==> src/accel_vibration_pulse_classifier_assert.svh <==
`ifndef ACCEL_VIBRATION_PULSE_CLASSIFIER_ASSERT_SVH
`define ACCEL_VIBRATION_PULSE_CLASSIFIER_ASSERT_SVH

// Concurrent check on clk_i, held off while rst_ni is low.
`define AVPC_ASSERT(lbl, prop, msg) \
  lbl: assert property (@(posedge clk_i) disable iff (!rst_ni) prop) else $error(msg);

// Same, but also checked during reset.
`define AVPC_ASSERT_ALWAYS(lbl, prop, msg) \
  lbl: assert property (@(posedge clk_i) prop) else $error(msg);

`endif

==> src/avpc_pkg.sv <==
package avpc_pkg;

  localparam int unsigned SampleW = 16;
  localparam int unsigned BaseW   = 24;
  localparam int unsigned DevW    = 16;
  localparam int unsigned CountW  = 8;
  localparam int unsigned ClassW  = 2;
  localparam int unsigned CfgW    = 16;
  localparam int unsigned CfgIdxW = 2;
  // 61*s + 195*b + 128 fits in 32 signed bits; 33 are used
  localparam int unsigned BlendW  = 33;

  localparam logic signed [BlendW-1:0] NewWeight = 33'sd61;
  localparam logic signed [BlendW-1:0] OldWeight = 33'sd195;
  localparam logic signed [BlendW-1:0] RoundBias = 33'sd128;

  localparam logic [CountW-1:0] CountMax = '1;

  localparam logic [CfgIdxW-1:0] RegPulseThreshold = 2'd0;
  localparam logic [CfgIdxW-1:0] RegPulseLenLimit  = 2'd1;
  localparam logic [CfgIdxW-1:0] RegStrongThresh   = 2'd2;

  localparam logic [DevW-1:0]   PulseThresholdRst = 16'd256;
  localparam logic [CountW-1:0] PulseLenLimitRst  = 8'd3;
  localparam logic [DevW-1:0]   StrongThreshRst   = 16'd102;

  localparam logic [ClassW-1:0] ClassNone   = 2'd0;
  localparam logic [ClassW-1:0] ClassLight  = 2'd1;
  localparam logic [ClassW-1:0] ClassStrong = 2'd2;

  typedef struct packed {
    logic upd;   // accepted, non-restart sample
    logic load;  // accepted restart sample
    logic loud;  // either axis over threshold
  } lane_ctrl_t;

  typedef struct packed {
    logic over;          // deviation above pulse threshold
    logic below_strong;  // stored peak under strong threshold
  } lane_status_t;

endpackage

==> src/accel_vibration_pulse_classifier.sv <==
// An accepted input word's result reaches the output register in the cycle after accept.
// Throughput: one word per cycle unless a stalled result holds s_axis_tready low; all
// state (baselines, peaks, count) updates at accept, so lanes and merge are unpipelined.
// Reset (rst_ni low, asynchronous): baselines, peaks and count clear, no result pending,
// and the three configuration registers return to 256, 3 and 102.
module accel_vibration_pulse_classifier (
  input  logic                                 clk_i,
  input  logic                                 rst_ni,
  input  logic                                 cfg_we_i,
  input  logic [avpc_pkg::CfgIdxW-1:0]         cfg_addr_i,
  input  logic [avpc_pkg::CfgW-1:0]            cfg_wdata_i,
  input  logic                                 s_axis_tvalid,
  output logic                                 s_axis_tready,
  input  logic [31:0]                          s_axis_tdata,  // accel_x, accel_y
  input  logic                                 s_axis_tuser,  // restart
  output logic                                 m_axis_tvalid,
  input  logic                                 m_axis_tready,
  output logic [7:0]                           m_axis_tdata   // pulse_class, zero pad
);

  logic [avpc_pkg::DevW-1:0]   thresh_q;
  logic [avpc_pkg::CountW-1:0] limit_q;
  logic [avpc_pkg::DevW-1:0]   strong_q;

  always_ff @(posedge clk_i or negedge rst_ni) begin
    if (!rst_ni) begin
      thresh_q <= avpc_pkg::PulseThresholdRst;
      limit_q  <= avpc_pkg::PulseLenLimitRst;
      strong_q <= avpc_pkg::StrongThreshRst;
    end else if (cfg_we_i) begin
      case (cfg_addr_i)
        avpc_pkg::RegPulseThreshold: thresh_q <= cfg_wdata_i;
        avpc_pkg::RegPulseLenLimit:  limit_q  <= cfg_wdata_i[avpc_pkg::CountW-1:0];
        avpc_pkg::RegStrongThresh:   strong_q <= cfg_wdata_i;
        default: ;
      endcase
    end
  end

  avpc_pkg::lane_ctrl_t   ctrl;
  avpc_pkg::lane_status_t stat_x, stat_y;
  logic [avpc_pkg::ClassW-1:0] pulse_class;

  avpc_lane u_lane_x (
    .clk_i              (clk_i),
    .rst_ni             (rst_ni),
    .sample_i           (s_axis_tdata[15:0]),
    .ctrl_i             (ctrl),
    .pulse_threshold_i  (thresh_q),
    .strong_threshold_i (strong_q),
    .status_o           (stat_x)
  );

  avpc_lane u_lane_y (
    .clk_i              (clk_i),
    .rst_ni             (rst_ni),
    .sample_i           (s_axis_tdata[31:16]),
    .ctrl_i             (ctrl),
    .pulse_threshold_i  (thresh_q),
    .strong_threshold_i (strong_q),
    .status_o           (stat_y)
  );

  avpc_merge u_merge (
    .clk_i         (clk_i),
    .rst_ni        (rst_ni),
    .in_valid_i    (s_axis_tvalid),
    .restart_i     (s_axis_tuser),
    .stat_x_i      (stat_x),
    .stat_y_i      (stat_y),
    .len_limit_i   (limit_q),
    .out_ready_i   (m_axis_tready),
    .in_ready_o    (s_axis_tready),
    .ctrl_o        (ctrl),
    .out_valid_o   (m_axis_tvalid),
    .pulse_class_o (pulse_class)
  );

  assign m_axis_tdata = {{(8 - avpc_pkg::ClassW){1'b0}}, pulse_class};

endmodule

==> src/avpc_lane.sv <==
module avpc_lane (
  input  logic                                clk_i,
  input  logic                                rst_ni,
  input  logic signed [avpc_pkg::SampleW-1:0] sample_i,
  input  avpc_pkg::lane_ctrl_t                ctrl_i,
  input  logic [avpc_pkg::DevW-1:0]           pulse_threshold_i,
  input  logic [avpc_pkg::DevW-1:0]           strong_threshold_i,
  output avpc_pkg::lane_status_t              status_o
);

  localparam int unsigned BW = avpc_pkg::BaseW;
  localparam int unsigned XW = avpc_pkg::BlendW;

  logic signed [BW-1:0] base_q, base_d;
  logic [avpc_pkg::DevW-1:0] peak_q, peak_d;

  logic signed [BW-1:0] s24;
  logic signed [BW:0]   diff;
  logic [BW:0]          abs_diff;
  logic [avpc_pkg::DevW-1:0] dev;
  logic signed [XW-1:0] blend_sum;
  logic signed [BW-1:0] blend;

  assign s24 = {sample_i, 8'h00};

  // deviation against the baseline before this sample's update
  assign diff     = $signed({s24[BW-1], s24}) - $signed({base_q[BW-1], base_q});
  assign abs_diff = diff[BW] ? (~diff + 1'b1) : diff;
  assign dev      = abs_diff[BW-1:8];

  // floor((61*s + 195*b + 128) / 256)
  assign blend_sum = avpc_pkg::NewWeight * $signed({{(XW-BW){s24[BW-1]}}, s24})
                   + avpc_pkg::OldWeight * $signed({{(XW-BW){base_q[BW-1]}}, base_q})
                   + avpc_pkg::RoundBias;
  assign blend = blend_sum[BW+7:8];

  always_comb begin
    base_d = base_q;
    peak_d = peak_q;
    if (ctrl_i.load) begin
      base_d = s24;
      peak_d = '0;
    end else if (ctrl_i.upd) begin
      base_d = blend;
      if (ctrl_i.loud && (peak_q < dev)) begin
        peak_d = dev;
      end
    end
  end

  always_ff @(posedge clk_i or negedge rst_ni) begin
    if (!rst_ni) begin
      base_q <= '0;
      peak_q <= '0;
    end else begin
      base_q <= base_d;
      peak_q <= peak_d;
    end
  end

  assign status_o.over         = dev > pulse_threshold_i;
  assign status_o.below_strong = peak_q < strong_threshold_i;

endmodule

==> src/avpc_merge.sv <==
`include "accel_vibration_pulse_classifier_assert.svh"

module avpc_merge (
  input  logic                               clk_i,
  input  logic                               rst_ni,
  input  logic                               in_valid_i,
  input  logic                               restart_i,
  input  avpc_pkg::lane_status_t             stat_x_i,
  input  avpc_pkg::lane_status_t             stat_y_i,
  input  logic [avpc_pkg::CountW-1:0]        len_limit_i,
  input  logic                               out_ready_i,
  output logic                               in_ready_o,
  output avpc_pkg::lane_ctrl_t               ctrl_o,
  output logic                               out_valid_o,
  output logic [avpc_pkg::ClassW-1:0]        pulse_class_o
);

  logic [avpc_pkg::CountW-1:0] count_q, count_d;
  logic                        oval_q, oval_d;
  logic [avpc_pkg::ClassW-1:0] class_q, class_d;
  logic accept, loud, fire;

  assign in_ready_o = !oval_q || out_ready_i;
  assign accept     = in_valid_i && in_ready_o;
  assign loud       = stat_x_i.over || stat_y_i.over;
  assign fire       = (count_q != '0) && (count_q > len_limit_i);

  assign ctrl_o.upd  = accept && !restart_i;
  assign ctrl_o.load = accept && restart_i;
  assign ctrl_o.loud = loud;

  always_comb begin
    count_d = count_q;
    class_d = class_q;
    oval_d  = oval_q && !out_ready_i;
    if (accept) begin
      oval_d  = 1'b1;
      class_d = avpc_pkg::ClassNone;
      if (restart_i) begin
        count_d = '0;
      end else if (loud) begin
        if (count_q != avpc_pkg::CountMax) begin
          count_d = count_q + 1'b1;
        end
      end else if (fire) begin
        count_d = '0;
        class_d = (stat_x_i.below_strong && stat_y_i.below_strong) ?
                  avpc_pkg::ClassLight : avpc_pkg::ClassStrong;
      end
    end
  end

  always_ff @(posedge clk_i or negedge rst_ni) begin
    if (!rst_ni) begin
      count_q <= '0;
      oval_q  <= 1'b0;
    end else begin
      count_q <= count_d;
      oval_q  <= oval_d;
    end
  end

  // payload word, no reset needed
  always_ff @(posedge clk_i) begin
    class_q <= class_d;
  end

  assign out_valid_o   = oval_q;
  assign pulse_class_o = class_q;

  `AVPC_ASSERT(a_restart_quiet, accept && restart_i |=> oval_q && (class_q == avpc_pkg::ClassNone) && (count_q == '0), "restart word must report nothing and clear count")
  `AVPC_ASSERT(a_loud_count, accept && !restart_i && loud && (count_q != avpc_pkg::CountMax) |=> count_q == $past(count_q) + 1'b1, "loud word must raise count")
  `AVPC_ASSERT(a_pulse_clears, oval_q && (class_q != avpc_pkg::ClassNone) && $past(accept) |-> count_q == '0, "reported pulse must clear count")
  `AVPC_ASSERT(a_no_lost_word, oval_q && !out_ready_i |=> oval_q && $stable(class_q), "pending result dropped")

endmodule

==> config.mk <==
export PLATFORM = sky130hd
export DESIGN_NAME = accel_vibration_pulse_classifier
export DESIGN_NICKNAME = d
export VERILOG_FILES = /design/src/avpc_pkg.sv /design/src/accel_vibration_pulse_classifier.sv /design/src/avpc_lane.sv /design/src/avpc_merge.sv
export VERILOG_INCLUDE_DIRS = /design/src /design/src/src
export SDC_FILE = /design/constraint.sdc
export NUM_CORES = 1
export LEC_CHECK = 0
export BUFFER_PORTS_ARGS = -buffer_cell sky130_fd_sc_hd__clkbuf_2
export CAP_MARGIN = 15
export CORE_MARGIN = 2
export CORE_UTILIZATION = 45
export CTS_CLUSTER_SIZE = 30
export DETAILED_ROUTE_END_ITERATION = 12
export SLEW_MARGIN = 15
export SYNTH_ARGS = -nofsm -noshare
export SYNTH_HDL_FRONTEND = slang
export SYNTH_SLANG_ARGS = --single-unit
==> constraint.sdc <==
create_clock -name clk_i -period 7.55 [get_ports clk_i]
set_clock_uncertainty 0.15 [all_clocks]
set_input_delay 0.755 -clock clk_i [delete_from_list [all_inputs] [get_ports clk_i]]
set_output_delay 0.755 -clock clk_i [all_outputs]
set_load 0.02 [all_outputs]
# Yosys cells after proc, flatten, opt, wreduce, memory -nomap -nowiden

Cells that the tools add are included.

Order comparisons: 7
$mul: 4
Shift operators: 0
Bitwise operators: 3
Muxes and demuxes: 18
Eq/ne operators: 4
Add/sub/neg operators: 9
Divide/modulo/power cells: 0
Reduce and logical (&&, ||, !) cells: 26

Operator list:

| operator              | count |
|---|---|
| $mux 24               | 6 |
| $mux 16               | 6 |
| $add 32x32->32        | 2 |
| $add 32x9->32 const B | 2 |
| $lt 16x16->1          | 4 |
| $mul 9x24->32 const A | 2 |
| $sub 24x24->25        | 2 |
| $add 24x1->24 const B | 2 |
| $not 24->24           | 2 |
| $mul 7x16->23 const A | 2 |
| $gt 16x16->1          | 2 |
| $mux 8                | 4 |
| $reduce_and 2->1      | 5 |
| $add 8x1->8 const B   | 1 |
| $gt 8x8->1            | 1 |
| $logic_and 1x1->1     | 8 |
| $ne 8x8->1 const B    | 1 |
| $reduce_bool 8->1     | 1 |
| $reduce_bool 2->1     | 3 |
| $logic_not 1->1       | 3 |
| $ne 3x3->1 const B    | 1 |
| $reduce_and 3->1      | 1 |
| $reduce_bool 3->1     | 1 |
| $reduce_or 3->1       | 1 |
| 7 further kinds       | 8 |

RAM bits: 0
Input bits: 56
Memories kept: 0
Register bits: 131
Output and inout bits: 10
Word-level logic and storage cells: 81
Memory bits (read-only): 0
Latch bits: 0

# Logic depth before layout (Yosys ltp)

Word-level depth: 10
Mapped depth: 29

# By module

A second synthesis with hierarchy kept.

Cells, all modules: 2,625
Area total of the unflattened synthesis: 23,416.2 µm²

By module, submodules not included:

| module                           | cells an instance | area each (µm²) | instances |
|---|---|---|---|
| avpc_lane at u_lane_y            | 1,227             | 10,551.4        | 1 |
| avpc_lane at u_lane_x            | 1,212             | 10,422.5        | 1 |
| accel_vibration_pulse_classifier | 92                | 1,569.0         | 1 |
| avpc_merge                       | 94                | 873.3           | 1 |

# Worst setup path after synthesis

OpenSTA, ideal clock, no wires.

Kind: input port to flip-flop
From: input s_axis_tdata[17]
To: register u_lane_y.base_q[23]
Data required time: 7.331 ns
Arrival time: 6.897 ns
Cell stages on the path: 27
Path slack: 0.434 ns
Cells stage by stage: ha_1 inv_1 fa_1 inv_1 ha_1 xnor2_1 fa_1 inv_1 ha_1 o21ai_0 a21boi_0 o21ai_0 a21boi_0 o21ai_0 a31oi_1 xor2_1 fa_1 ha_1 and3_1 and3_1 nand2_1 or4_4 a21oi_1 a41oi_1 xor2_1 or4_1 nand3_1

Word-level cells in the longest chain between the ends: 5

RTL lines:

| item                   | line                                   | RTL |
|---|---|---|
| start: declaration     | accel_vibration_pulse_classifier.sv:14 | `input logic [31:0] s_axis_tdata,` |
| $mul 7x16->23          | avpc_lane.sv:32                        | `assign blend_sum = avpc_pkg::NewWeight * $signed({{(XW-BW){s24[BW-1]}}, s24})` |
| $add 32x32->32         | avpc_lane.sv:33                        | `+ avpc_pkg::OldWeight * $signed({{(XW-BW){base_q[BW-1]}}, base_q})` |
| $add 32x9->32          | avpc_lane.sv:34                        | `+ avpc_pkg::RoundBias;` |
| $mux 24                | avpc_lane.sv:43                        | `end else if (ctrl_i.upd) begin` |
| $mux 24                | avpc_lane.sv:40                        | `if (ctrl_i.load) begin` |
| end signal: assignment | avpc_lane.sv:56                        | `base_q <= base_d;` |
| end: declaration       | avpc_lane.sv:14                        | `logic signed [BW-1:0] base_q, base_d;` |

Every way passes these cells. The select of a mux whose other input is x is not followed.
A chain may end at the register's enable or synchronous reset.

# Worst setup path after layout

From: input s_axis_tdata[18]
To: register u_lane_y.base_q[23]

Same word-level chain as after synthesis.

==> impl_results.md <==
* Die Wd at 230.7 um
* Via count at 17850
* Initial antenna violation count at 0
* Placed cell area at 24430 sq um
* Wire length per cell at 16.47 um
* Unrepaired setup endpoints after global routing: false
* Final-report max-slew violation count at 0
* Synthesis Warnings at 0
* Grt total ovfl at 0
* H-tree lvl count at 4
* Die H at 230.7 um
* Final period utilization at 0.9573
* Num rows at 83
* Hold Buf Count CTS at 0
* ANT nets after route at 0
* Core ar. at 51090 sq um
* Worst skew pair latency at 0.43 ns
* Detailed-router iteration count before antenna repair at 5
* Synthesis-to-layout area growth at 8.067%
* Syn Inst Count at 2623
* Clk sinks at 131
* DR vias/cell at 5.255
* Ys flop type: dfrtp_1
* Fin nets at 3387
* Post-synthesis cell type count at 102
* Largest buffer count on any clock path at 2
* Final setup fails at 0
* EDFF count, synth at 2
* Outcome: finished clean
* Initial drt markers at 888
* Boundary Pins at 66
* Final worst path period need at 7.228 ns
* Initial Utilization at 0.4526
* Crit-path max cell delay at 0.55 ns
* Residual DRC at 0
* Seq/Total Area, Yosys at 0.1426
* PortBufs at 59
* WS Path Type: in2reg
* Worst Setup End Kind: register
* Critical Path AT at 7.44 ns
* Clock-pin slew on the worst setup and hold paths at 0.06 ns
* R2r endpoint: u_lane_y.peak_q[6]
* Highest clock rate at 0.1384 GHz
* R2r startpoint: u_lane_x.base_q[2]
* CP Launch Type: input pin
* Worst R2R Path Depth at 25
* Final Hold Fails at 0
* Mapped cell area at 23120 sq um
* WP data required at 7.77 ns
* Mean post-synth cell area at 8.816 sq um
* Pin count of the biggest net entering global routing at 72
* Async S/R FF share, synth at 0.9847
* CTS tree: done
* Slew @ Worst Pin at 0.9479 ns
* Hold WS at 0.1530 ns
* Critical Path Fanout Max at 4
* Most used cell along the critical path: ha_1
* Relative slew slack at 0.3681
* Die ar. at 53220 sq um
* Register bit total from synthesis at 131
* Max-Cap Viols at 0
* Clock Tree Root: clkbuf_16
* Vias in the first global route at 18480
* Ratio of cells with drive above 1 in the final layout at 0.08432
* TritonCTS buffer count at 17
* Post-DP HPWL at 47.62 mm
* Placer congestion estimate at 0.9411
* Critical path's slowest cell: or4_4
* Worst reg-to-reg setup slack at 0.99 ns
* GRT Resource Usage Total at 0.2186
* Post-Route WL at 55.94 mm
* N_diodes at 0
* First-pass GRT wire length at 93.94 mm
* Type of the most critical hold path: in2async
* Fin area at 24990 sq um
-- cells in the mapped netlist (38+ instances only) --
cell type | n | share of area
inv_1 | 570 | 0.093
ha_1 | 432 | 0.23
fa_1 | 196 | 0.17
nor2_1 | 140 | 0.023
dfrtp_1 | 122 | 0.13
nand2_1 | 122 | 0.020
a21oi_1 | 121 | 0.026
xnor2_1 | 114 | 0.043
o21ai_0 | 109 | 0.024
a21o_1 | 80 | 0.026
xor2_1 | 60 | 0.023
nand3_1 | 39 | 0.0084
nor3_1 | 38 | 0.0082
-- layout by cell type (no fill, tap or decap), types with 17 or more instances in the layout --
master,n
a21o_1,80
o21a_1,22
clkbuf_2,58
ha_1,432
buf_4,45
nand3_1,39
nand2_1,121
clkbuf_16,17
nor3_1,38
xor2_1,60
o21ai_0,107
nor2b_1,31
and3_1,17
mux2_2,25
a21oi_1,121
dfrtp_1,122
xnor2_1,114
fa_1,196
nor2_1,138
inv_1,570
mux2i_1,20
a211oi_1,25
nand4_1,30
-- cells by family (layout without fill, tap and decap cells) --
| group | count (synthesis) | in the layout | share of synthesized area |
|---|---|---|---|
| DFF | 131 | 131 | 0.1426 |
| and+or+nand+nor | 507 | 507 | 0.1101 |
| other | 1 | 6 | 0.0001622 |
| AOI/OAI and AO/OA | 511 | 511 | 0.1497 |
| buffers and inverters | 620 | 708 | 0.1032 |
| adders and majority gates | 628 | 628 | 0.4034 |
| xor gates and xnor gates | 180 | 180 | 0.07012 |
| muxes | 45 | 45 | 0.02083 |
-- layout make-up --
| type | instances | area (sq um) |
|---|---|---|
| clock buffer | 20 | 446.7 |
| clock inverter | 12 | 108.9 |
| fill | 4856 | 26100 |
| inverter | 571 | 2143 |
| multi-input combinational | 1877 | 17480 |
| sequential | 131 | 3297 |
| tap | 680 | 850.8 |
| timing repair buffer | 105 | 659.4 |
-- per-layer routing --
layer  routed length [um]  up-vias  global-route usage
li1                     -     8914                   -
met1                26970     8566              0.3028
met2                25880      306              0.3649
met3                 1832       60             0.02297
met4                 1253        0             0.05504
met5                    0        -                   0
-- state kept, by name (all words and copies together) (netlist names) --
name and flops:
u_merge.out_valid_o 1, u_lane_y.peak_q 16, u_lane_x.base_q 24, u_lane_y.base_q 24
u_lane_x.peak_q 16, limit_q 8, u_merge.pulse_class_o 2, thresh_q 16
u_merge.count_q 8, strong_q 16
-- critical path: cells and delay by family --
kind	cells	cell delay, ns
buffers and inverters	4	0.27
XOR/XNOR	3	0.50
AO/OA/AOI/OAI	10	1.90
adder cells (fa/ha/maj)	7	2.73
AND/OR/NAND/NOR	5	1.31
-- repair_timing --
item	4_1_cts	5_1_grt
resized for setup	0	3
endpoints found under the setup margin	0	2
setup buffers	0	0
-- worst max path at each step --
stage | from | endpoint | depth (start not counted)
floorplan | s_axis_tdata[17] | u_lane_y.base_q[23] | 27
global placement | s_axis_tdata[18] | u_lane_y.base_q[23] | 29
detailed placement | s_axis_tdata[18] | u_lane_y.base_q[23] | 29
CTS | s_axis_tdata[18] | u_lane_y.base_q[23] | 29
global route | s_axis_tdata[19] | u_lane_y.base_q[23] | 29
finish | s_axis_tdata[18] | u_lane_y.base_q[23] | 29
-- stage by stage --
step | util | setup TNS [ns] | setup WS [ns] | cells
floorplan | - | 0 | 0.4341 | 2628
global placement | 0.4781 | 0 | 0.008217 | 3364
detailed placement | 0.4781 | -0.1760 | -0.1312 | 3364
CTS | 0.4890 | 0 | 0.2786 | 3396
global route | 0.4891 | 0 | 0.02200 | 3396
finish | 0.4891 | 0 | 0.3222 | 3396
Power is not shown: default switching activity piles up to over one toggle a cycle in this logic, so the estimate is an artifact.
